<file path="src/design/sfr_pkg.sv">
package sfr_pkg;

    localparam int QUEUE_DEPTH = 4;

    localparam logic [2:0] REG_SEARCH_PATTERN  = 3'd0;
    localparam logic [2:0] REG_SEARCH_LENGTH   = 3'd1;
    localparam logic [2:0] REG_REPLACE_PATTERN = 3'd2;
    localparam logic [2:0] REG_REPLACE_LENGTH  = 3'd3;
    localparam logic [2:0] REG_CAPACITY        = 3'd4;

    typedef struct packed {
        logic [63:0] search_pattern;
        logic [3:0]  search_length;
        logic [63:0] replace_pattern;
        logic [3:0]  replace_length;
        logic [31:0] capacity;
    } sfr_cfg_t;

    // one output word on its way from front to back
    typedef struct packed {
        logic [7:0] data;
        logic       valid;
        logic       last;
    } sfr_word_t;

endpackage

</file>
<file path="src/design/sfr_front.sv">
module sfr_front #(
    parameter int MAX_PATTERN = 8
) (
    input  logic             aclk,
    input  logic             aresetn,
    input  sfr_pkg::sfr_cfg_t cfg,
    input  logic             s_tvalid,
    output logic             s_tready,
    input  logic [7:0]       s_tdata,
    input  logic             s_tlast,
    output logic             q_push,
    output sfr_pkg::sfr_word_t q_word,
    input  logic             q_full
);
    import sfr_pkg::*;

    localparam int WIN_W  = MAX_PATTERN * 8;
    localparam int FILL_W = $clog2(MAX_PATTERN + 1);
    localparam int IDX_W  = (MAX_PATTERN > 1) ? $clog2(MAX_PATTERN) : 1;

    localparam logic [1:0] PH_IDLE  = 2'd0;
    localparam logic [1:0] PH_MAIN  = 2'd1;
    localparam logic [1:0] PH_REPL  = 2'd2;
    localparam logic [1:0] PH_FLUSH = 2'd3;

    logic [1:0]        phase_reg, phase_next;
    logic [WIN_W-1:0]  win_reg, win_next;
    logic [FILL_W-1:0] fill_reg, fill_next;
    logic [IDX_W-1:0]  rep_idx_reg, rep_idx_next;
    logic [7:0]        hold_byte_reg, hold_byte_next;
    logic              hold_eos_reg, hold_eos_next;
    logic              emitted_reg, emitted_next;

    logic [FILL_W-1:0] slen, rlen;
    logic [7:0]        cur_byte;
    logic              cur_eos;
    logic              adv;
    logic              evict;
    logic [WIN_W-1:0]  win_sh, new_win;
    logic [FILL_W-1:0] fill_sh, new_fill;
    logic              lanes_eq;
    logic              is_match;
    logic              done;
    logic              work;
    logic              pushed;

    assign slen = (cfg.search_length > 4'(MAX_PATTERN)) ? FILL_W'(MAX_PATTERN)
                                                        : FILL_W'(cfg.search_length);
    assign rlen = (cfg.replace_length > 4'(MAX_PATTERN)) ? FILL_W'(MAX_PATTERN)
                                                         : FILL_W'(cfg.replace_length);

    assign cur_byte = (phase_reg == PH_IDLE) ? s_tdata : hold_byte_reg;
    assign cur_eos  = (phase_reg == PH_IDLE) ? s_tlast : hold_eos_reg;
    assign adv      = !q_full;

    assign evict   = (fill_reg == slen);
    assign win_sh  = evict ? (win_reg >> 8) : win_reg;
    assign fill_sh = fill_reg - FILL_W'(evict);
    assign new_fill = fill_sh + FILL_W'(1);

    always_comb begin
        lanes_eq = 1'b1;
        for (int i = 0; i < MAX_PATTERN; i++) begin
            new_win[i*8 +: 8] = (FILL_W'(i) == fill_sh) ? cur_byte : win_sh[i*8 +: 8];
            if ((FILL_W'(i) < slen) && (new_win[i*8 +: 8] != cfg.search_pattern[i*8 +: 8])) begin
                lanes_eq = 1'b0;
            end
        end
    end

    assign is_match = (new_fill == slen) && lanes_eq;

    always_comb begin
        phase_next     = phase_reg;
        win_next       = win_reg;
        fill_next      = fill_reg;
        rep_idx_next   = rep_idx_reg;
        hold_byte_next = hold_byte_reg;
        hold_eos_next  = hold_eos_reg;
        q_push         = 1'b0;
        q_word         = '0;
        done           = 1'b0;
        work           = 1'b0;
        pushed         = 1'b0;

        unique case (phase_reg)
            PH_IDLE, PH_MAIN: begin
                work = (phase_reg == PH_MAIN) ? adv : (s_tvalid && adv);
                if (work) begin
                    if (slen == '0) begin
                        if (fill_reg != '0) begin
                            q_push       = 1'b1;
                            q_word.data  = win_reg[7:0];
                            q_word.valid = 1'b1;
                            win_next     = win_reg >> 8;
                            fill_next    = fill_reg - FILL_W'(1);
                            phase_next   = PH_MAIN;
                        end else begin
                            q_push       = 1'b1;
                            q_word.data  = cur_byte;
                            q_word.valid = 1'b1;
                            q_word.last  = cur_eos;
                            done         = 1'b1;
                        end
                    end else if (fill_reg > slen) begin
                        q_push       = 1'b1;
                        q_word.data  = win_reg[7:0];
                        q_word.valid = 1'b1;
                        win_next     = win_reg >> 8;
                        fill_next    = fill_reg - FILL_W'(1);
                        phase_next   = PH_MAIN;
                    end else begin
                        if (evict) begin
                            q_push       = 1'b1;
                            q_word.data  = win_reg[7:0];
                            q_word.valid = 1'b1;
                            q_word.last  = cur_eos && is_match && (rlen == '0);
                        end
                        if (is_match) begin
                            win_next  = '0;
                            fill_next = '0;
                            if (rlen != '0) begin
                                phase_next   = PH_REPL;
                                rep_idx_next = '0;
                            end else if (cur_eos && !((phase_reg == PH_MAIN && emitted_reg)
                                                      || evict)) begin
                                phase_next = PH_FLUSH;
                            end else begin
                                done = 1'b1;
                            end
                        end else begin
                            win_next  = new_win;
                            fill_next = new_fill;
                            if (cur_eos) begin
                                phase_next = PH_FLUSH;
                            end else begin
                                done = 1'b1;
                            end
                        end
                    end
                end
            end
            PH_REPL: begin
                if (adv) begin
                    q_push       = 1'b1;
                    q_word.data  = cfg.replace_pattern[rep_idx_reg*8 +: 8];
                    q_word.valid = 1'b1;
                    q_word.last  = hold_eos_reg
                                   && (FILL_W'(rep_idx_reg) + FILL_W'(1) == rlen);
                    rep_idx_next = rep_idx_reg + IDX_W'(1);
                    if (FILL_W'(rep_idx_reg) + FILL_W'(1) == rlen) begin
                        done = 1'b1;
                    end
                end
            end
            PH_FLUSH: begin
                if (adv) begin
                    q_push = 1'b1;
                    if (fill_reg == '0) begin
                        q_word.last = 1'b1;
                        done        = 1'b1;
                    end else begin
                        q_word.data  = win_reg[7:0];
                        q_word.valid = 1'b1;
                        q_word.last  = (fill_reg == FILL_W'(1));
                        win_next     = win_reg >> 8;
                        fill_next    = fill_reg - FILL_W'(1);
                        if (fill_reg == FILL_W'(1)) begin
                            done = 1'b1;
                        end
                    end
                end
            end
            default: begin
                phase_next = PH_IDLE;
            end
        endcase

        pushed   = q_push;
        s_tready = (phase_reg == PH_IDLE) ? adv : (done && adv);

        if (s_tvalid && s_tready) begin
            hold_byte_next = s_tdata;
            hold_eos_next  = s_tlast;
        end

        emitted_next = ((phase_reg == PH_MAIN) && emitted_reg) || pushed;

        if (done) begin
            if (phase_reg != PH_IDLE && s_tvalid) begin
                phase_next   = PH_MAIN;
                emitted_next = 1'b0;
            end else begin
                phase_next = PH_IDLE;
            end
        end
    end

    always_ff @(posedge aclk) begin
        if (!aresetn) begin
            phase_reg   <= PH_IDLE;
            win_reg     <= '0;
            fill_reg    <= '0;
            rep_idx_reg <= '0;
            emitted_reg <= 1'b0;
        end else begin
            phase_reg   <= phase_next;
            win_reg     <= win_next;
            fill_reg    <= fill_next;
            rep_idx_reg <= rep_idx_next;
            emitted_reg <= emitted_next;
        end
    end

    always_ff @(posedge aclk) begin
        hold_byte_reg <= hold_byte_next;
        hold_eos_reg  <= hold_eos_next;
    end

    a_push_room: assert property (@(posedge aclk) disable iff (!aresetn)
        q_push |-> !q_full)
        else $error("word pushed into a full queue");

    a_repl_empty: assert property (@(posedge aclk) disable iff (!aresetn)
        (phase_reg == PH_REPL) |-> (fill_reg == '0))
        else $error("window not cleared during replacement");

    a_fill_bound: assert property (@(posedge aclk) disable iff (!aresetn)
        fill_reg <= FILL_W'(MAX_PATTERN))
        else $error("window overfilled");

endmodule

</file>
<file path="src/design/sfr_fifo.sv">
module sfr_fifo #(
    parameter int DEPTH = 4
) (
    input  logic               aclk,
    input  logic               aresetn,
    input  logic               push,
    input  sfr_pkg::sfr_word_t push_word,
    output logic               full,
    input  logic               pop,
    output logic               head_valid,
    output sfr_pkg::sfr_word_t head_word
);
    import sfr_pkg::*;

    localparam int PTR_W = (DEPTH > 1) ? $clog2(DEPTH) : 1;
    localparam int CNT_W = $clog2(DEPTH + 1);

    sfr_word_t        mem [DEPTH];
    logic [PTR_W-1:0] wr_ptr_reg, wr_ptr_next;
    logic [PTR_W-1:0] rd_ptr_reg, rd_ptr_next;
    logic [CNT_W-1:0] count_reg, count_next;
    logic             do_push, do_pop;

    assign full       = (count_reg == CNT_W'(DEPTH));
    assign head_valid = (count_reg != '0);
    assign head_word  = mem[rd_ptr_reg];
    assign do_push    = push && !full;
    assign do_pop     = pop && head_valid;

    always_comb begin
        wr_ptr_next = wr_ptr_reg;
        rd_ptr_next = rd_ptr_reg;
        if (do_push) begin
            wr_ptr_next = (wr_ptr_reg == PTR_W'(DEPTH - 1)) ? '0 : wr_ptr_reg + PTR_W'(1);
        end
        if (do_pop) begin
            rd_ptr_next = (rd_ptr_reg == PTR_W'(DEPTH - 1)) ? '0 : rd_ptr_reg + PTR_W'(1);
        end
        count_next = count_reg + CNT_W'(do_push) - CNT_W'(do_pop);
    end

    always_ff @(posedge aclk) begin
        if (!aresetn) begin
            wr_ptr_reg <= '0;
            rd_ptr_reg <= '0;
            count_reg  <= '0;
        end else begin
            wr_ptr_reg <= wr_ptr_next;
            rd_ptr_reg <= rd_ptr_next;
            count_reg  <= count_next;
        end
    end

    always_ff @(posedge aclk) begin
        if (do_push) begin
            mem[wr_ptr_reg] <= push_word;
        end
    end

endmodule

</file>
<file path="src/design/sfr_back.sv">
module sfr_back #(
    parameter int COUNT_WIDTH = 32
) (
    input  logic               aclk,
    input  logic               aresetn,
    input  logic [31:0]        capacity,
    input  logic               q_valid,
    input  sfr_pkg::sfr_word_t q_word,
    output logic               q_pop,
    output logic               m_tvalid,
    input  logic               m_tready,
    output logic [7:0]         m_tdata,
    output logic               m_tlast,
    output logic [1:0]         m_tuser
);
    import sfr_pkg::*;

    localparam int CMP_W = (COUNT_WIDTH > 32) ? COUNT_WIDTH : 32;

    logic [COUNT_WIDTH-1:0] count_reg, count_next;
    logic [COUNT_WIDTH-1:0] count_sat;
    logic                   m_valid_reg, m_valid_next;
    sfr_word_t              m_word_reg, m_word_next;
    logic                   ovf_reg, ovf_next;
    logic                   load;

    assign load  = q_valid && (!m_valid_reg || m_tready);
    assign q_pop = load;

    // saturating count of data bytes including the one being loaded
    assign count_sat = (!q_word.valid || (&count_reg)) ? count_reg
                                                       : count_reg + COUNT_WIDTH'(1);

    always_comb begin
        count_next   = count_reg;
        m_valid_next = m_valid_reg;
        m_word_next  = m_word_reg;
        ovf_next     = ovf_reg;
        if (m_valid_reg && m_tready) begin
            m_valid_next = 1'b0;
        end
        if (load) begin
            m_valid_next = 1'b1;
            m_word_next  = q_word;
            ovf_next     = q_word.last && (CMP_W'(count_sat) >= CMP_W'(capacity));
            count_next   = q_word.last ? '0 : count_sat;
        end
    end

    always_ff @(posedge aclk) begin
        if (!aresetn) begin
            count_reg   <= '0;
            m_valid_reg <= 1'b0;
        end else begin
            count_reg   <= count_next;
            m_valid_reg <= m_valid_next;
        end
    end

    always_ff @(posedge aclk) begin
        m_word_reg <= m_word_next;
        ovf_reg    <= ovf_next;
    end

    assign m_tvalid = m_valid_reg;
    assign m_tdata  = m_word_reg.data;
    assign m_tlast  = m_word_reg.last;
    assign m_tuser  = {ovf_reg, m_word_reg.valid};

    a_count_clear: assert property (@(posedge aclk) disable iff (!aresetn)
        (load && q_word.last) |=> (count_reg == '0))
        else $error("byte count not cleared after last word");

    a_ovf_on_last: assert property (@(posedge aclk) disable iff (!aresetn)
        (m_valid_reg && ovf_reg) |-> m_word_reg.last)
        else $error("overflow flag on a word that is not last");

endmodule

</file>
<file path="src/design/stream_find_replace_top.sv">
// channel  dir  handshake          payload
// s_       in   s_tvalid/s_tready  s_tdata=in_byte, s_tlast=end_of_string
// m_       out  m_tvalid/m_tready  m_tdata=out_byte, m_tlast=last, m_tuser=byte_valid,overflow
// cfg_     in   cfg_wr_en          cfg_index selects register, cfg_data value
//
// One input word per cycle while the match window is steady and the queue has room;
// a match holds the input while the replacement bytes go out, a shrunk search length
// while the extra held bytes go out, and end of string while the window drains or a bare end marker goes out.
// The front sequencer emits at most one output word per cycle into a 4-deep queue.
// Results are registered in the queue and then in the output register before they appear.
// Synchronous active-low reset clears window, queue, counters and config (capacity resets to all ones).
// Either side may stall at any time; a stalled output backs up through the queue.
module stream_find_replace_top #(
    parameter int MAX_PATTERN = 8,
    parameter int COUNT_WIDTH = 32
) (
    input  logic        aclk,
    input  logic        aresetn,
    input  logic        s_tvalid,
    output logic        s_tready,
    input  logic [7:0]  s_tdata,    // in_byte
    input  logic        s_tlast,
    output logic        m_tvalid,
    input  logic        m_tready,
    output logic [7:0]  m_tdata,    // out_byte
    output logic        m_tlast,
    output logic [1:0]  m_tuser,    // byte_valid, overflow
    input  logic        cfg_wr_en,
    input  logic [2:0]  cfg_index,
    input  logic [63:0] cfg_data
);
    import sfr_pkg::*;

    sfr_cfg_t  cfg_reg, cfg_next;
    logic      q_push, q_full, q_pop, q_valid;
    sfr_word_t q_in_word, q_head_word;

    always_comb begin
        cfg_next = cfg_reg;
        if (cfg_wr_en) begin
            unique case (cfg_index)
                REG_SEARCH_PATTERN:  cfg_next.search_pattern  = cfg_data;
                REG_SEARCH_LENGTH:   cfg_next.search_length   = cfg_data[3:0];
                REG_REPLACE_PATTERN: cfg_next.replace_pattern = cfg_data;
                REG_REPLACE_LENGTH:  cfg_next.replace_length  = cfg_data[3:0];
                REG_CAPACITY:        cfg_next.capacity        = cfg_data[31:0];
                default:             cfg_next = cfg_reg;
            endcase
        end
    end

    always_ff @(posedge aclk) begin
        if (!aresetn) begin
            cfg_reg.search_pattern  <= '0;
            cfg_reg.search_length   <= '0;
            cfg_reg.replace_pattern <= '0;
            cfg_reg.replace_length  <= '0;
            cfg_reg.capacity        <= '1;
        end else begin
            cfg_reg <= cfg_next;
        end
    end

    sfr_front #(
        .MAX_PATTERN(MAX_PATTERN)
    ) u_front (
        .aclk     (aclk),
        .aresetn  (aresetn),
        .cfg      (cfg_reg),
        .s_tvalid (s_tvalid),
        .s_tready (s_tready),
        .s_tdata  (s_tdata),
        .s_tlast  (s_tlast),
        .q_push   (q_push),
        .q_word   (q_in_word),
        .q_full   (q_full)
    );

    sfr_fifo #(
        .DEPTH(QUEUE_DEPTH)
    ) u_fifo (
        .aclk       (aclk),
        .aresetn    (aresetn),
        .push       (q_push),
        .push_word  (q_in_word),
        .full       (q_full),
        .pop        (q_pop),
        .head_valid (q_valid),
        .head_word  (q_head_word)
    );

    sfr_back #(
        .COUNT_WIDTH(COUNT_WIDTH)
    ) u_back (
        .aclk     (aclk),
        .aresetn  (aresetn),
        .capacity (cfg_reg.capacity),
        .q_valid  (q_valid),
        .q_word   (q_head_word),
        .q_pop    (q_pop),
        .m_tvalid (m_tvalid),
        .m_tready (m_tready),
        .m_tdata  (m_tdata),
        .m_tlast  (m_tlast),
        .m_tuser  (m_tuser)
    );

endmodule

</file>
<file path="config.mk">
export PLATFORM = sky130hd
export DESIGN_NAME = stream_find_replace_top
export DESIGN_NICKNAME = d
export VERILOG_FILES = /design/src/design/sfr_pkg.sv /design/src/design/sfr_front.sv /design/src/design/sfr_fifo.sv /design/src/design/sfr_back.sv /design/src/design/stream_find_replace_top.sv
export SDC_FILE = /design/constraint.sdc
export NUM_CORES = 1
export LEC_CHECK = 0
export BUFFER_PORTS_ARGS = -buffer_cell sky130_fd_sc_hd__buf_2
export CAP_MARGIN = 20
export CORE_AREA = 2 2 194 196
export CTS_CLUSTER_DIAMETER = 100
export DETAILED_ROUTE_END_ITERATION = 12
export DIE_AREA = 0 0 196 198
export GPL_ROUTABILITY_DRIVEN = 0
export PLACE_DENSITY = 0.77
export SYNTH_ARGS = -nofsm -noshare
export SYNTH_HDL_FRONTEND = slang
export SYNTH_HIERARCHICAL = 1
export SYNTH_SLANG_ARGS = --single-unit
</file>
<file path="constraint.sdc">
create_clock -name aclk -period 5.55 [get_ports aclk]
set_input_delay 0.8325 -clock aclk [delete_from_list [all_inputs] [get_ports aclk]]
set_output_delay 0.8325 -clock aclk [all_outputs]
set_load 0.01 [all_outputs]
</file>
# Yosys cells after proc, flatten, opt, wreduce, memory -nomap -nowiden
# Memory sizes are Yosys's and may differ from the RTL's. A register that Yosys moved wholly into a read port is not among the register bits.
# Cells that the tools add are included.
[totals]
n_memories = 1
input_bits = 81
latch_bits = 0
ramBits = 40
regBits = 302
romBits = 0
[classes]
eq_ne = 40
n_mux = 101
div_mod_pow = 0
order_cmp = 12
bitwise_logic = 0
n_shift = 1
mul = 0
n_addsub = 10
n_reduce_logical = 58
[memory_table]
columns = ["name", "words", "word_bits", "read_ports", "rd_clocked_by_memory_dff", "wr", "line", "source"]
rows = [
  ["u_fifo.mem", 4, 10, 1, 1, 1, "sfr_fifo.sv:18", "sfr_word_t mem [DEPTH];"],
]
[ops]
columns = ["operator", "n"]
rows = [
  ["64-bit 2-to-1 mux", 8],
  ["64-bit case mux with 2 select lines", 1],
  ["8-bit 2-to-1 mux", 9],
  ["32-bit 2-to-1 mux", 2],
  ["8-bit != test", 8],
  ["64-bit by 7-bit indexed part select with 8-bit output", 1],
  ["10-bit 2-to-1 mux", 5],
  ["1-bit 2-to-1 mux", 39],
  ["4-bit 2-to-1 mux", 9],
  ["32-bit by 1-bit adder with 32-bit output, second input constant", 1],
  ["32-bit >= comparator", 1],
  ["32-bit AND reduction", 1],
  ["10-bit case mux with 3 select lines", 1],
  ["2-bit 2-to-1 mux", 14],
  ["9-bit 2-to-1 mux", 3],
  ["1-bit logical AND", 23],
  ["3-bit 2-to-1 mux", 6],
  ["3-bit by 4-bit equality test with 1-bit output, first input constant", 4],
  ["4-bit logical NOT", 4],
  ["3-bit by 4-bit < comparator with 1-bit output, first input constant", 4],
  ["4-bit equality test", 3],
  ["2-bit nonzero test", 6],
  ["2-bit != test, second input constant", 5],
  ["2-bit AND reduction", 5],
  ["38 further kinds", 59],
]

# Depth between registers and ports, before layout
# Gate-level depths: netlist of run 1.
[logic_depth]
word_depth = 25
ltp_mapped = 27

# Hierarchy
# The synthesis of run 1 kept the hierarchy.
[by_module_without_submodules]
columns = ["module", "area_each_um2", "cells_each", "n_inst"]
rows = [
  ["sfr_front", 8632.0, 1080, 1],
  ["stream_find_replace_top", 6595.1, 653, 1],
  ["sfr_back", 3582.2, 449, 1],
  ["sfr_fifo", 1929.4, 104, 1],
]

# Least setup slack after synthesis of run 1
# No wires, ideal clock.
[synth_path]
path_kind = "reg2reg"
startpoint = "register cfg_reg[103] (netlist name)"
endpoint = "register u_front.hold_byte_reg[0] (enable)"
path_buffers = 7
setup_ns = 0.390
required_ns = 5.160
slack_ns = -0.227
synth_period_minus_slack_ns = 5.777
stages_incl_launch_ff = 28
arrival_ns = 5.387
path_cell_list = "dfxtp_1 > inv_1 > nand2_1 > ha_1 > nand4_4 > inv_4 > buf_6 > buf_6 > buf_2 > ha_1 > ha_1 > inv_1 > ha_1 > inv_1 > buf_2 > nor3_2 > buf_2 > a211oi_1 > a211oi_1 > nor4_1 > a41oi_1 > a211oi_1 > o211a_1 > o21a_1 > buf_4 > buf_6 > o211a_4 > o31ai_1"
[synth_between]
elab_chain_cells = 25
[synth_lines]
columns = ["element", "line", "source"]
rows = [
  ["start: declaration", "stream_find_replace_top.sv:34", "sfr_cfg_t cfg_reg, cfg_next;"],
  ["start signal: assignment", "stream_find_replace_top.sv:60", "cfg_reg <= cfg_next;"],
  ["4-bit > comparator", "sfr_front.sv:47", "assign slen = (cfg.search_length > 4'(MAX_PATTERN)) ? FILL_W'(MAX_PATTERN)"],
  ["4-bit 2-to-1 mux (*)", "sfr_front.sv:47", ""],
  ["4-bit equality test", "sfr_front.sv:56", "assign evict = (fill_reg == slen);"],
  ["4-bit by 1-bit subtractor with 4-bit output", "sfr_front.sv:58", "assign fill_sh = fill_reg - FILL_W'(evict);"],
  ["4-bit logical NOT", "sfr_front.sv:64", "new_win[i*8 +: 8] = (FILL_W'(i) == fill_sh) ? cur_byte : win_sh[i*8 +: 8];"],
  ["8-bit 2-to-1 mux", "sfr_front.sv:64", ""],
  ["8-bit != test", "sfr_front.sv:65", "if ((FILL_W'(i) < slen) && (new_win[i*8 +: 8] != cfg.search_pattern[i*8 +: 8])) begin"],
  ["1-bit logical AND", "sfr_front.sv:65", ""],
  ["[... 9 more ...]", "n/a", ""],
  ["1-bit 2-to-1 mux", "sfr_front.sv:119", "if (is_match) begin"],
  ["1-bit 2-to-1 mux", "sfr_front.sv:105", "end else if (fill_reg > slen) begin"],
  ["1-bit 2-to-1 mux (*)", "sfr_front.sv:90", "if (slen == '0) begin"],
  ["1-bit 2-to-1 mux (*)", "sfr_front.sv:89", "if (work) begin"],
  ["1-bit case mux with 3 select lines (*)", "sfr_front.sv:86", "unique case (phase_reg)"],
  ["1-bit logical AND (*)", "sfr_front.sv:180", "s_tready = (phase_reg == PH_IDLE) ? adv : (done && adv);"],
  ["1-bit 2-to-1 mux (*)", "sfr_front.sv:180", ""],
  ["1-bit logical AND (*)", "sfr_front.sv:182", "if (s_tvalid && s_tready) begin"],
  ["end signal: assignment", "sfr_front.sv:216", "hold_byte_reg <= hold_byte_next;"],
  ["end: declaration", "sfr_front.sv:30", "logic [7:0] hold_byte_reg, hold_byte_next;"],
]
# Every way passes the cells marked *; elsewhere a longest branch is shown, timed or not.
# A chain may end at the register's enable or synchronous reset.

# Worst setup path in the final report of run 1
[layout_path]
startpoint = "register cfg_reg[103] (netlist name)"
endpoint = "output s_tready"
[layout_between]
elab_chain_cells = 24
[layout_lines]
columns = ["element", "line", "source"]
rows = [
  ["4-bit > comparator", "sfr_front.sv:47", ""],
  ["4-bit 2-to-1 mux (*)", "sfr_front.sv:47", ""],
  ["4-bit equality test", "sfr_front.sv:56", ""],
  ["4-bit by 1-bit subtractor with 4-bit output", "sfr_front.sv:58", ""],
  ["4-bit logical NOT", "sfr_front.sv:64", ""],
  ["8-bit 2-to-1 mux", "sfr_front.sv:64", ""],
  ["8-bit != test", "sfr_front.sv:65", ""],
  ["1-bit logical AND", "sfr_front.sv:65", ""],
  ["1-bit 2-to-1 mux (8 in a row)", "sfr_front.sv:65", ""],
  ["1-bit logical AND", "sfr_front.sv:71", "assign is_match = (new_fill == slen) && lanes_eq;"],
  ["1-bit 2-to-1 mux", "sfr_front.sv:119", ""],
  ["1-bit 2-to-1 mux", "sfr_front.sv:105", ""],
  ["1-bit 2-to-1 mux (*)", "sfr_front.sv:90", ""],
  ["1-bit 2-to-1 mux (*)", "sfr_front.sv:89", ""],
  ["1-bit case mux with 3 select lines (*)", "sfr_front.sv:86", ""],
  ["1-bit logical AND (*)", "sfr_front.sv:180", ""],
  ["1-bit 2-to-1 mux (*)", "sfr_front.sv:180", ""],
  ["end: declaration", "stream_find_replace_top.sv:20", "output logic s_tready,"],
]
# Marks and branches as above.

==> results of run 1 <==
## cells in the final DEF, fill, tap and decap left out, drive strengths merged, types with 24 or more instances in the layout
master and n:
o21ai 105, buf 183, a31oi 45, a21oi 37
nor3 31, nand3 26, nor2 85, mux2 33
ha 53, xor2 29, o211ai 28, nand4 33
o311a 48, xnor2 42, nor2b 78, a211oi 60
mux2i 224, mux4 26, nand2 424, clkbuf 51
inv 76, edfxtp 60, or4 24, dfxtp 284
## final cells by class
| type | count | area share [%] |
|---|---|---|
| multi-input cells | 1694 | 53.5 |
| inverters | 79 | 1.33 |
| clock inverters | 15 | 0.824 |
| well taps | 474 | 2.52 |
| flip-flops and latches | 344 | 31.8 |
| repair buffers | 183 | 5.38 |
| clock buffers | 51 | 4.59 |
## path summary, 6_finish.rpt
check,end,depth (start not counted)
hold / removal,cfg_reg[89],2
setup reg to reg,u_fifo/mem[1][0],23
setup / recovery,s_tready,22
hold reg to reg,cfg_reg[89],2
## power by group
| group | switching (W) | internal (W) |
|---|---|---|
| clock network | 0.00105 | 0.00155 |
| registers | 0.000304 | 0.00299 |
| logic | 0.00382 | 0.00250 |
| total | 0.00517 | 0.00704 |
## routing by layer
metal,global-route usage (%),vias to the layer above,wire [µm]
li1,-,8463,-
met2,47.9,1138,27700
met5,0,-,0
met4,12.8,0,3190
met1,42.4,8799,25400
met3,6.00,252,6740
## cells by family after synthesis
family          synth area share, %
buf+inv                        6.15
compound gates                 16.6
flops                          36.1
mux                            15.4
simple gates                   19.3
xor+xnor                       3.14
fa+ha+maj                      3.29
## per-stage QoR
stage	cell area, µm²	std cells	total power (W)
floorplan	20800	2286	0.00710
global placement	21400	2734	0.00822
detailed placement	21400	2734	0.00839
CTS	23000	2818	0.0114
global route	23600	2840	0.0127
finish	23600	2840	0.0122
## worst min-delay path, delay by kind of cell, from the launching register on
kind	cells	cell delay, ns
flip-flops	1	0.30
multiplexers	1	0.05
AND/OR/NAND/NOR	1	0.05
## timing repair
| item | CTS | global route |
|---|---|---|
| pin swaps | 23 | 37 |
| endpoints found under the setup margin | 9 | 1 |
| gates cloned | 2 | 1 |
| setup buffers | 16 | 21 |
| gates resized for setup | 41 | 60 |
==> impl_metrics.csv, run 1 <==
group,metric,value,unit
status,outcome,"finished, violations left",
status,violations,"setup timing",
worst_setup_path,crit_path_start,"cfg_reg[103]",
yosys,yosysWarnings,6,
detailed_routing,vias,18700,
worst_setup_path,worstPathCellList,"inv_6, nand2_4, ha_4, nand4_4, inv_4, ha_4, ha_4, inv_4, ha_4, buf_4, and3b_2, a21o_4, buf_4, mux2i_1, a311oi_1, nand4_1, a211oi_2, o211a_1, o21a_2, o211a_4, o32ai_4, buf_2",
job,maxCapViolCount,0,
floorplanning,num_rows,71,
layout,register_area,7490,µm²
floorplanning,start_util,56.1,%
detailed_routing,vias_per_cell,6.57,
grt,antenna_found_initial,0,
layout,drive_above_1_share,18.3,%
detailed_routing,wl_per_cell,22.2,µm
floorplanning,die_x,196,µm
clocking,holdBufCountCts,0,
clocking,clkSinkCount,344,
grt,grt_overflow,0,
worst_setup_path,crit_buf_inv,6,
sta,whs,0.458,ns
detailed_routing,drc,0,
yosys,ys_seq_elements,344,
sta,final.setup.tns,-0.0505,ns
yosys,ys_types,104,
pwr,vdd_drop_max,0.296,mV
grt,grt_pass1_wl,94500,µm
worst_setup_path,timing.rr.start,"cfg_reg[103]",
clocking,cts_tree,"yes",
worst_setup_path,slowest_stage,"dfxtp_4",
layout,largest_reg_flops,168,
sta,rsz0062_at_grt,"yes",
clocking,cts_root_buf,"clkbuf_16",
sta,max_freq,179,MHz
yosys,ys_seq_area_share,36.1,%
sta,slew_headroom,29.1,%
clocking,cts_buffer_depth,3,
clocking,clk_pin_slew,0.07,ns
layout,syn_to_final_growth,13.6,%
floorplanning,die_area,38800,µm²
layout,final_util,63.7,%
yosys,ys.flop_type,"dfxtp_1",
sta,finalClockSkew,0.0148,ns
pwr,power-per-cell-area,519,nW/µm²
worst_setup_path,rrSetupSlack,0.21,ns
floorplanning,core,37000,µm²
sta,final-max-slew-violation-count,0,
clocking,h-tree-depth,2,
detailed_routing,ant_nets,0,
floorplanning,dieHeight,198,µm
clocking,cts_inserted_buffers,37,
sta,period_needed,5.60,ns
yosys,async_flop_share,0,%
yosys,syn_inst,2286,
sta,setup_violations,1,
detailed_routing,wirelength,63000,µm
detailed_routing,drtIter0Drc,2909,
worst_setup_path,critical_path_class,"register to output pin",
floorplanning,ios,94,
yosys,synth_common_cells,"nand2_1 (424), dfxtp_1 (284), mux2i_1 (224)",
min_path,holdCritPathClass,"register to register",
sta,worstMarginPinSlew,1.03,ns
worst_setup_path,cp-end-kind,"output pin",
yosys,synth-edff-count,60,
yosys,synth_area_leader_cell,"dfxtp_1",
sta,setup_ws,-0.0505,ns
grt,groute.usage.overall,30.9,%
worst_setup_path,cpPeakStageDelay,0.38,ns
yosys,synth.most_common_cell,"nand2_1",
layout,multi_input_area,12600,µm²
worst_setup_path,arrival,4.77,ns
placed_design,portBuffers,93,
worst_setup_path,cp.required,4.72,ns
yosys,synthTopCellsByArea,"dfxtp_1 (27%), mux2i_1 (11%), edfxtp_1 (8.7%)",
detailed_routing,drt-pass1-iter-count,7,
layout,fin_nets,2474,
yosys,syn_avg_cell_area,9.07,µm²
yosys,syn_area,20700,µm²
pwr,leakagePower,9.40,nW
worst_setup_path,crit_path_frequent_cell,"ha_4",
yosys,synth.top_cell.area_share,27.4,%
worst_setup_path,cp-start-kind,"register",
layout,n_fill_cell,2916,
yosys,synth_fp_nets,2421,
placed_design,place_hpwl,42100,µm
min_path,hold_path_startpoint,"cfg_reg[89]",
layout,antenna_cells,0,
sta,post-route-period-util,101,%
grt,grt_pass1_vias,16700,
worst_setup_path,cp_top_family,"compound AO/OA/AOI/OAI gates",
placed_design,dpl_worst_slack,-0.0773,ns
worst_setup_path,crit_fanout,7,
sta,finalHoldViolCount,0,
grt,grt_max_degree,274,
clocking,clk_latency,0.55,ns
No activity file was read; power rests on OpenSTA's default activity.
==> run 2: changes to the inputs <==
- CORE_AREA: 2 2 194 196 -> 2 2 207 209
- DIE_AREA: 0 0 196 198 -> 0 0 209 211
- PLACE_DENSITY: 0.77 -> 0.69
==> run 2 against run 1 <==
Effect of this change: the flow still finishes with violations (setup timing); wire length up 3.4%; power up 0.72%; combinational power about the same; clock skew up 0.0071 ns; design area up 0.81%; critical path depth down 8; critical path type unchanged; largest power group unchanged.
==> impl_metrics.csv, run 2 (same netlist as run 1, synthesis figures left out) <==
group,metric,value,unit
grt,antenna_found_initial,0,
layout,syn_to_final_growth,14.5,%
sta,max_freq,180,MHz
sta,final.setup.tns,-0.000458,ns
clocking,holdBufCountCts,0,
floorplanning,start_util,49.7,%
sta,whs,0.459,ns
grt,grt_pass1_wl,99400,µm
worst_setup_path,crit_buf_inv,4,
worst_setup_path,arrival,4.72,ns
clocking,clk_pin_slew,0.06,ns
worst_setup_path,cp.required,4.72,ns
sta,finalHoldViolCount,0,
placed_design,portBuffers,93,
pwr,leakagePower,9.39,nW
floorplanning,die_x,209,µm
sta,final-max-slew-violation-count,0,
detailed_routing,drt-pass1-iter-count,6,
worst_setup_path,critical_path_class,"register to output pin",
clocking,h-tree-depth,2,
worst_setup_path,worstPathCellList,"nor2_4, buf_4, mux2i_1, buf_4, buf_4, nand4_1, nand3_1, nand4_1, nor4_4, o2111a_2, o21a_2, o211a_4, o32ai_4, buf_2",
sta,worstMarginPinSlew,1.15,ns
layout,largest_reg_flops,168,
clocking,cts_tree,"yes",
worst_setup_path,cpPeakStageDelay,0.95,ns
min_path,holdCritPathClass,"register to register",
sta,setup_violations,1,
detailed_routing,vias,18600,
floorplanning,num_rows,75,
layout,fin_nets,2472,
worst_setup_path,cp_top_family,"simple AND/OR/NAND/NOR gates",
layout,drive_above_1_share,19.2,%
detailed_routing,drtIter0Drc,2442,
clocking,cts_root_buf,"clkbuf_16",
grt,grt_overflow,0,
floorplanning,die_area,44100,µm²
sta,slew_headroom,21.2,%
grt,groute.usage.overall,28.6,%
sta,finalClockSkew,0.0220,ns
worst_setup_path,cp-start-kind,"register",
floorplanning,dieHeight,211,µm
placed_design,dp_cells,2801,
sta,rsz0062_at_grt,"yes",
pwr,power-per-cell-area,518,nW/µm²
layout,antenna_cells,0,
detailed_routing,wirelength,65200,µm
layout,layout_commonest_cell,"nand2_1",
status,outcome,"finished, violations left",
grt,grt_pass1_vias,17300,
worst_setup_path,slowest_stage,"mux2i_1",
worst_setup_path,crit_fanout,11,
clocking,clkSinkCount,344,
floorplanning,ios,94,
sta,setup_ws,-0.000458,ns
pwr,total_power,0.0123,W
placed_design,place_hpwl,43800,µm
detailed_routing,wl_per_cell,22.4,µm
worst_setup_path,cp-end-kind,"output pin",
layout,final_cell_mix,"nand2_1 (421), dfxtp_1 (281), mux2i_1 (202), o21ai_0 (97), buf_2 (92)",
status,violations,"setup timing",
grt,grt_max_degree,131,
clocking,cts_buffer_depth,3,
floorplanning,core,41800,µm²
worst_setup_path,crit_path_frequent_cell,"buf_4",
sta,period_needed,5.55,ns
detailed_routing,drc,0,
detailed_routing,ant_nets,0,
clocking,clk_latency,0.56,ns
pwr,vdd_drop_max,0.339,mV
layout,final_cell_count_no_fill,2907,
clocking,cts_inserted_buffers,39,
sta,post-route-period-util,100,%
detailed_routing,vias_per_cell,6.40,
job,maxCapViolCount,0,
## run 2: report_power, final
part	switching [W]	internal (W)	total (W)
combinational	0.00384	0.00246	0.00631
clock	0.00112	0.00158	0.00270
sequential	0.000303	0.00299	0.00329
total	0.00527	0.00703	0.0123
## run 2: per-stage QoR
step                      instance area (µm²)  utilization, %  worst slack [ns]
after floorplan                         20800               -            0.0155
after global placement                  21500            51.4           -0.0620
after detailed placement                21500            51.4            -0.188
after CTS                               23300            55.8           0.00172
after global routing                    23700            56.9           -0.0727
final                                   23700            56.9         -0.000458
## run 2: final cells by class
class | count | area, µm²
well taps | 539 | 674
flip-flops and latches | 344 | 7490
multi-input cells | 1695 | 12700
fillers | 3555 | 18000
clock buffers | 48 | 1070
repair buffers | 178 | 1240
clock inverters | 24 | 264
inverters | 79 | 308
## run 2: worst paths after layout
path | cells past startpoint | slack, ns | from | endpoint
min | 2 | 0.46 | cfg_reg[96] | cfg_reg[96]
max reg2reg | 15 | 0.29 | u_front/phase_reg[1] | u_fifo/mem[1][0]
min reg2reg | 2 | 0.46 | cfg_reg[96] | cfg_reg[96]
max | 14 | -0.0005 | u_front/phase_reg[1] | s_tready
## run 2: timing repair
item,CTS,global route
endpoints found under the hold margin,0,0
setup buffers,16,14
cloned,3,1
resized for setup,49,66
pin swaps,18,28
endpoints found under the setup margin,15,5
## run 2: worst register-to-register path, cell delays in order, from the launching register on
cell	delay [ns]
dfxtp_1	0.46
nor2_4	0.38
buf_4	0.25
mux2i_1	0.95
buf_4	0.28
buf_4	0.16
nand4_1	0.10
nand3_1	0.10
nand4_1	0.17
nor4_4	0.42
o2111a_2	0.31
o21a_2	0.15
buf_4	0.10
buf_4	0.63
a41oi_2	0.24
o311ai_2	0.34
## run 2: layer usage
layer	GRT usage, %	vias to the layer above	part of all wire [%]	wire (µm)
li1	-	8449	-	-
met1	39.4	8901	42	27300
met2	43.6	1031	44	28600
met3	5.86	225	9.5	6170
met4	12.0	0	4.8	3130
met5	0	-	0	0
==> run 3: changes to the inputs <==
- GPL_ROUTABILITY_DRIVEN: 0 -> default
- PLACE_DENSITY: 0.69 -> 0.66
- clock period: 5.55 -> 6.2 ns (I/O delays scaled with it)
==> run 3 against run 2 <==
Effect of this change: the run now ends clean; final cell count down 1.2%; first-iteration DRC count shrank 23%; sequential power shrank 10%; wire length is 0.25% higher; global-route usage up 0.69 points; critical path depth is 8 higher; setup slack better by 0.17 ns; clock skew rose by 0.0013 ns; clock-buffer cell count increased by 2; critical path type unchanged; largest cell class unchanged.
==> impl_metrics.csv, run 3 (same netlist as run 1, synthesis figures left out) <==
group,metric,value,unit
layout,final_cell_mix,"nand2_1 (422), dfxtp_1 (284), mux2i_1 (217), o21ai_0 (97), buf_2 (92)",
pwr,vdd_drop_max,0.300,mV
min_path,hold_path_end,"cfg_reg[89]",
sta,post-route-period-util,97.3,%
placed_design,portBuffers,93,
sta,final-max-slew-violation-count,0,
min_path,hold_path_depth,2,
clocking,cts_buffer_depth,3,
layout,final_util,55.0,%
sta,finalHoldViolCount,0,
worst_setup_path,crit_fanout,11,
clocking,clkSinkCount,344,
floorplanning,die_area,44100,µm²
worst_setup_path,r2r_cells,22,
worst_setup_path,r2r_end,"u_fifo/mem[2][0]",
min_path,holdCritPathClass,"register to register",
sta,finalClockSkew,0.0233,ns
floorplanning,num_rows,75,
grt,grt_pass1_wl,100000,µm
clocking,clk_latency,0.57,ns
clocking,cts_inserted_buffers,38,
sta,final.setup.tns,0,ns
worst_setup_path,cp.required,5.27,ns
detailed_routing,vias_per_cell,6.26,
job,maxCapViolCount,0,
placed_design,place_hpwl,45500,µm
floorplanning,core,41800,µm²
floorplanning,start_util,49.7,%
grt,grt_max_degree,82,
worst_setup_path,arrival,5.10,ns
sta,slew_headroom,26.2,%
clocking,clk_pin_slew,0.06,ns
sta,max_freq,166,MHz
sta,period_needed,6.03,ns
detailed_routing,wirelength,65400,µm
pwr,leakagePower,9.21,nW
sta,worstMarginPinSlew,1.10,ns
detailed_routing,ant_nets,0,
worst_setup_path,rrSetupSlack,0.71,ns
layout,fin_nets,2440,
layout,largest_reg_flops,168,
layout,syn_to_final_growth,10.7,%
worst_setup_path,cp-start-kind,"register",
layout,layout_commonest_cell,"nand2_1",
floorplanning,dieHeight,211,µm
sta,whs,0.459,ns
placed_design,dpl_worst_slack,0.197,ns
sta,setup_ws,0.169,ns
detailed_routing,drt-pass1-iter-count,6,
pwr,power-per-cell-area,450,nW/µm²
grt,grt_overflow,0,
worst_setup_path,critical_path_class,"register to output pin",
worst_setup_path,cp-end-kind,"output pin",
grt,antenna_found_initial,2,
detailed_routing,vias,18000,
placed_design,place_congestion,0.947,
detailed_routing,drtIter0Drc,1884,
clocking,holdBufCountCts,0,
layout,drive_above_1_share,15.6,%
grt,grt_pass1_vias,17000,
layout,antenna_cells,0,
sta,setup_violations,0,
grt,groute.usage.overall,29.3,%
detailed_routing,drc,0,
status,outcome,"completed",
floorplanning,die_x,209,µm
clocking,cts_tree,"yes",
clocking,h-tree-depth,2,
clocking,cts_root_buf,"clkbuf_16",
detailed_routing,wl_per_cell,22.8,µm
min_path,hold_path_startpoint,"cfg_reg[89]",
floorplanning,ios,94,
worst_setup_path,timing.rr.start,"cfg_reg[103]",
-- run 3: timing repair --
| item | in CTS | in global routing |
|---|---|---|
| pin swaps | 11 | 4 |
| resized for setup | 18 | 12 |
| gates cloned | 2 | 1 |
| endpoints found under the setup margin | 1 | 1 |
| buffers inserted | 7 | 4 |
-- run 3: how the worst max path moves through the flow --
stage                             from       end  cells past startpoint
after detailed placement  cfg_reg[103]  s_tready                     22
final                     cfg_reg[103]  s_tready                     22
after floorplan           cfg_reg[103]  s_tready                     27
after CTS                 cfg_reg[103]  s_tready                     22
after global placement    cfg_reg[103]  s_tready                     22
after global routing      cfg_reg[103]  s_tready                     22
-- run 3: final cells by class --
cell class	instances	area (µm²)
multi-input cells	1694	12200
flip-flops and latches	344	7490
well taps	539	674
fillers	3760	18800
clock buffers	50	1100
inverters	79	299
clock inverters	19	240
repair buffers	148	917
-- run 3: power breakdown --
| group | switching [W] | internal, W |
|---|---|---|
| clock network | 0.000972 | 0.00146 |
| registers | 0.000269 | 0.00268 |
| logic | 0.00315 | 0.00180 |
| total | 0.00439 | 0.00594 |
-- run 3: per-stage QoR --
stage | area (µm²) | total power (W) | std cells
6_report | 23000 | 0.0103 | 2873
5_1_grt | 23000 | 0.0108 | 2873
4_1_cts | 22800 | 0.0102 | 2868
3_5_place_dp | 21300 | 0.00753 | 2790
3_3_place_gp | 21300 | 0.00746 | 2789
2_1_floorplan | 20700 | 0.00633 | 2286
-- run 3: layer usage --
layer	wire [µm]	vias to the layer above	GRT usage (%)
met5	0	-	0
met2	29100	828	45.8
met4	2490	0	11.8
li1	-	8388	-
met3	5270	141	4.18
met1	28500	8624	40.7
-- run 3: critical path, cell delays in order, from the launching register on --
cell and delay (ns):
dfxtp_1 0.34, inv_2 0.13, nand2_2 0.12, ha_4 0.30
nand4_4 0.12, inv_4 0.07, ha_2 0.22, ha_4 0.23
inv_1 0.08, ha_2 0.22, inv_1 0.09, buf_4 0.19
or3_4 0.40, o21ai_4 0.13, a211oi_1 0.13, nor4_1 0.35
a41oi_1 0.24, a21oi_2 0.21, o2111a_2 0.27, o211ai_1 0.11
o211a_4 0.19, o32ai_1 0.17, buf_2 0.21
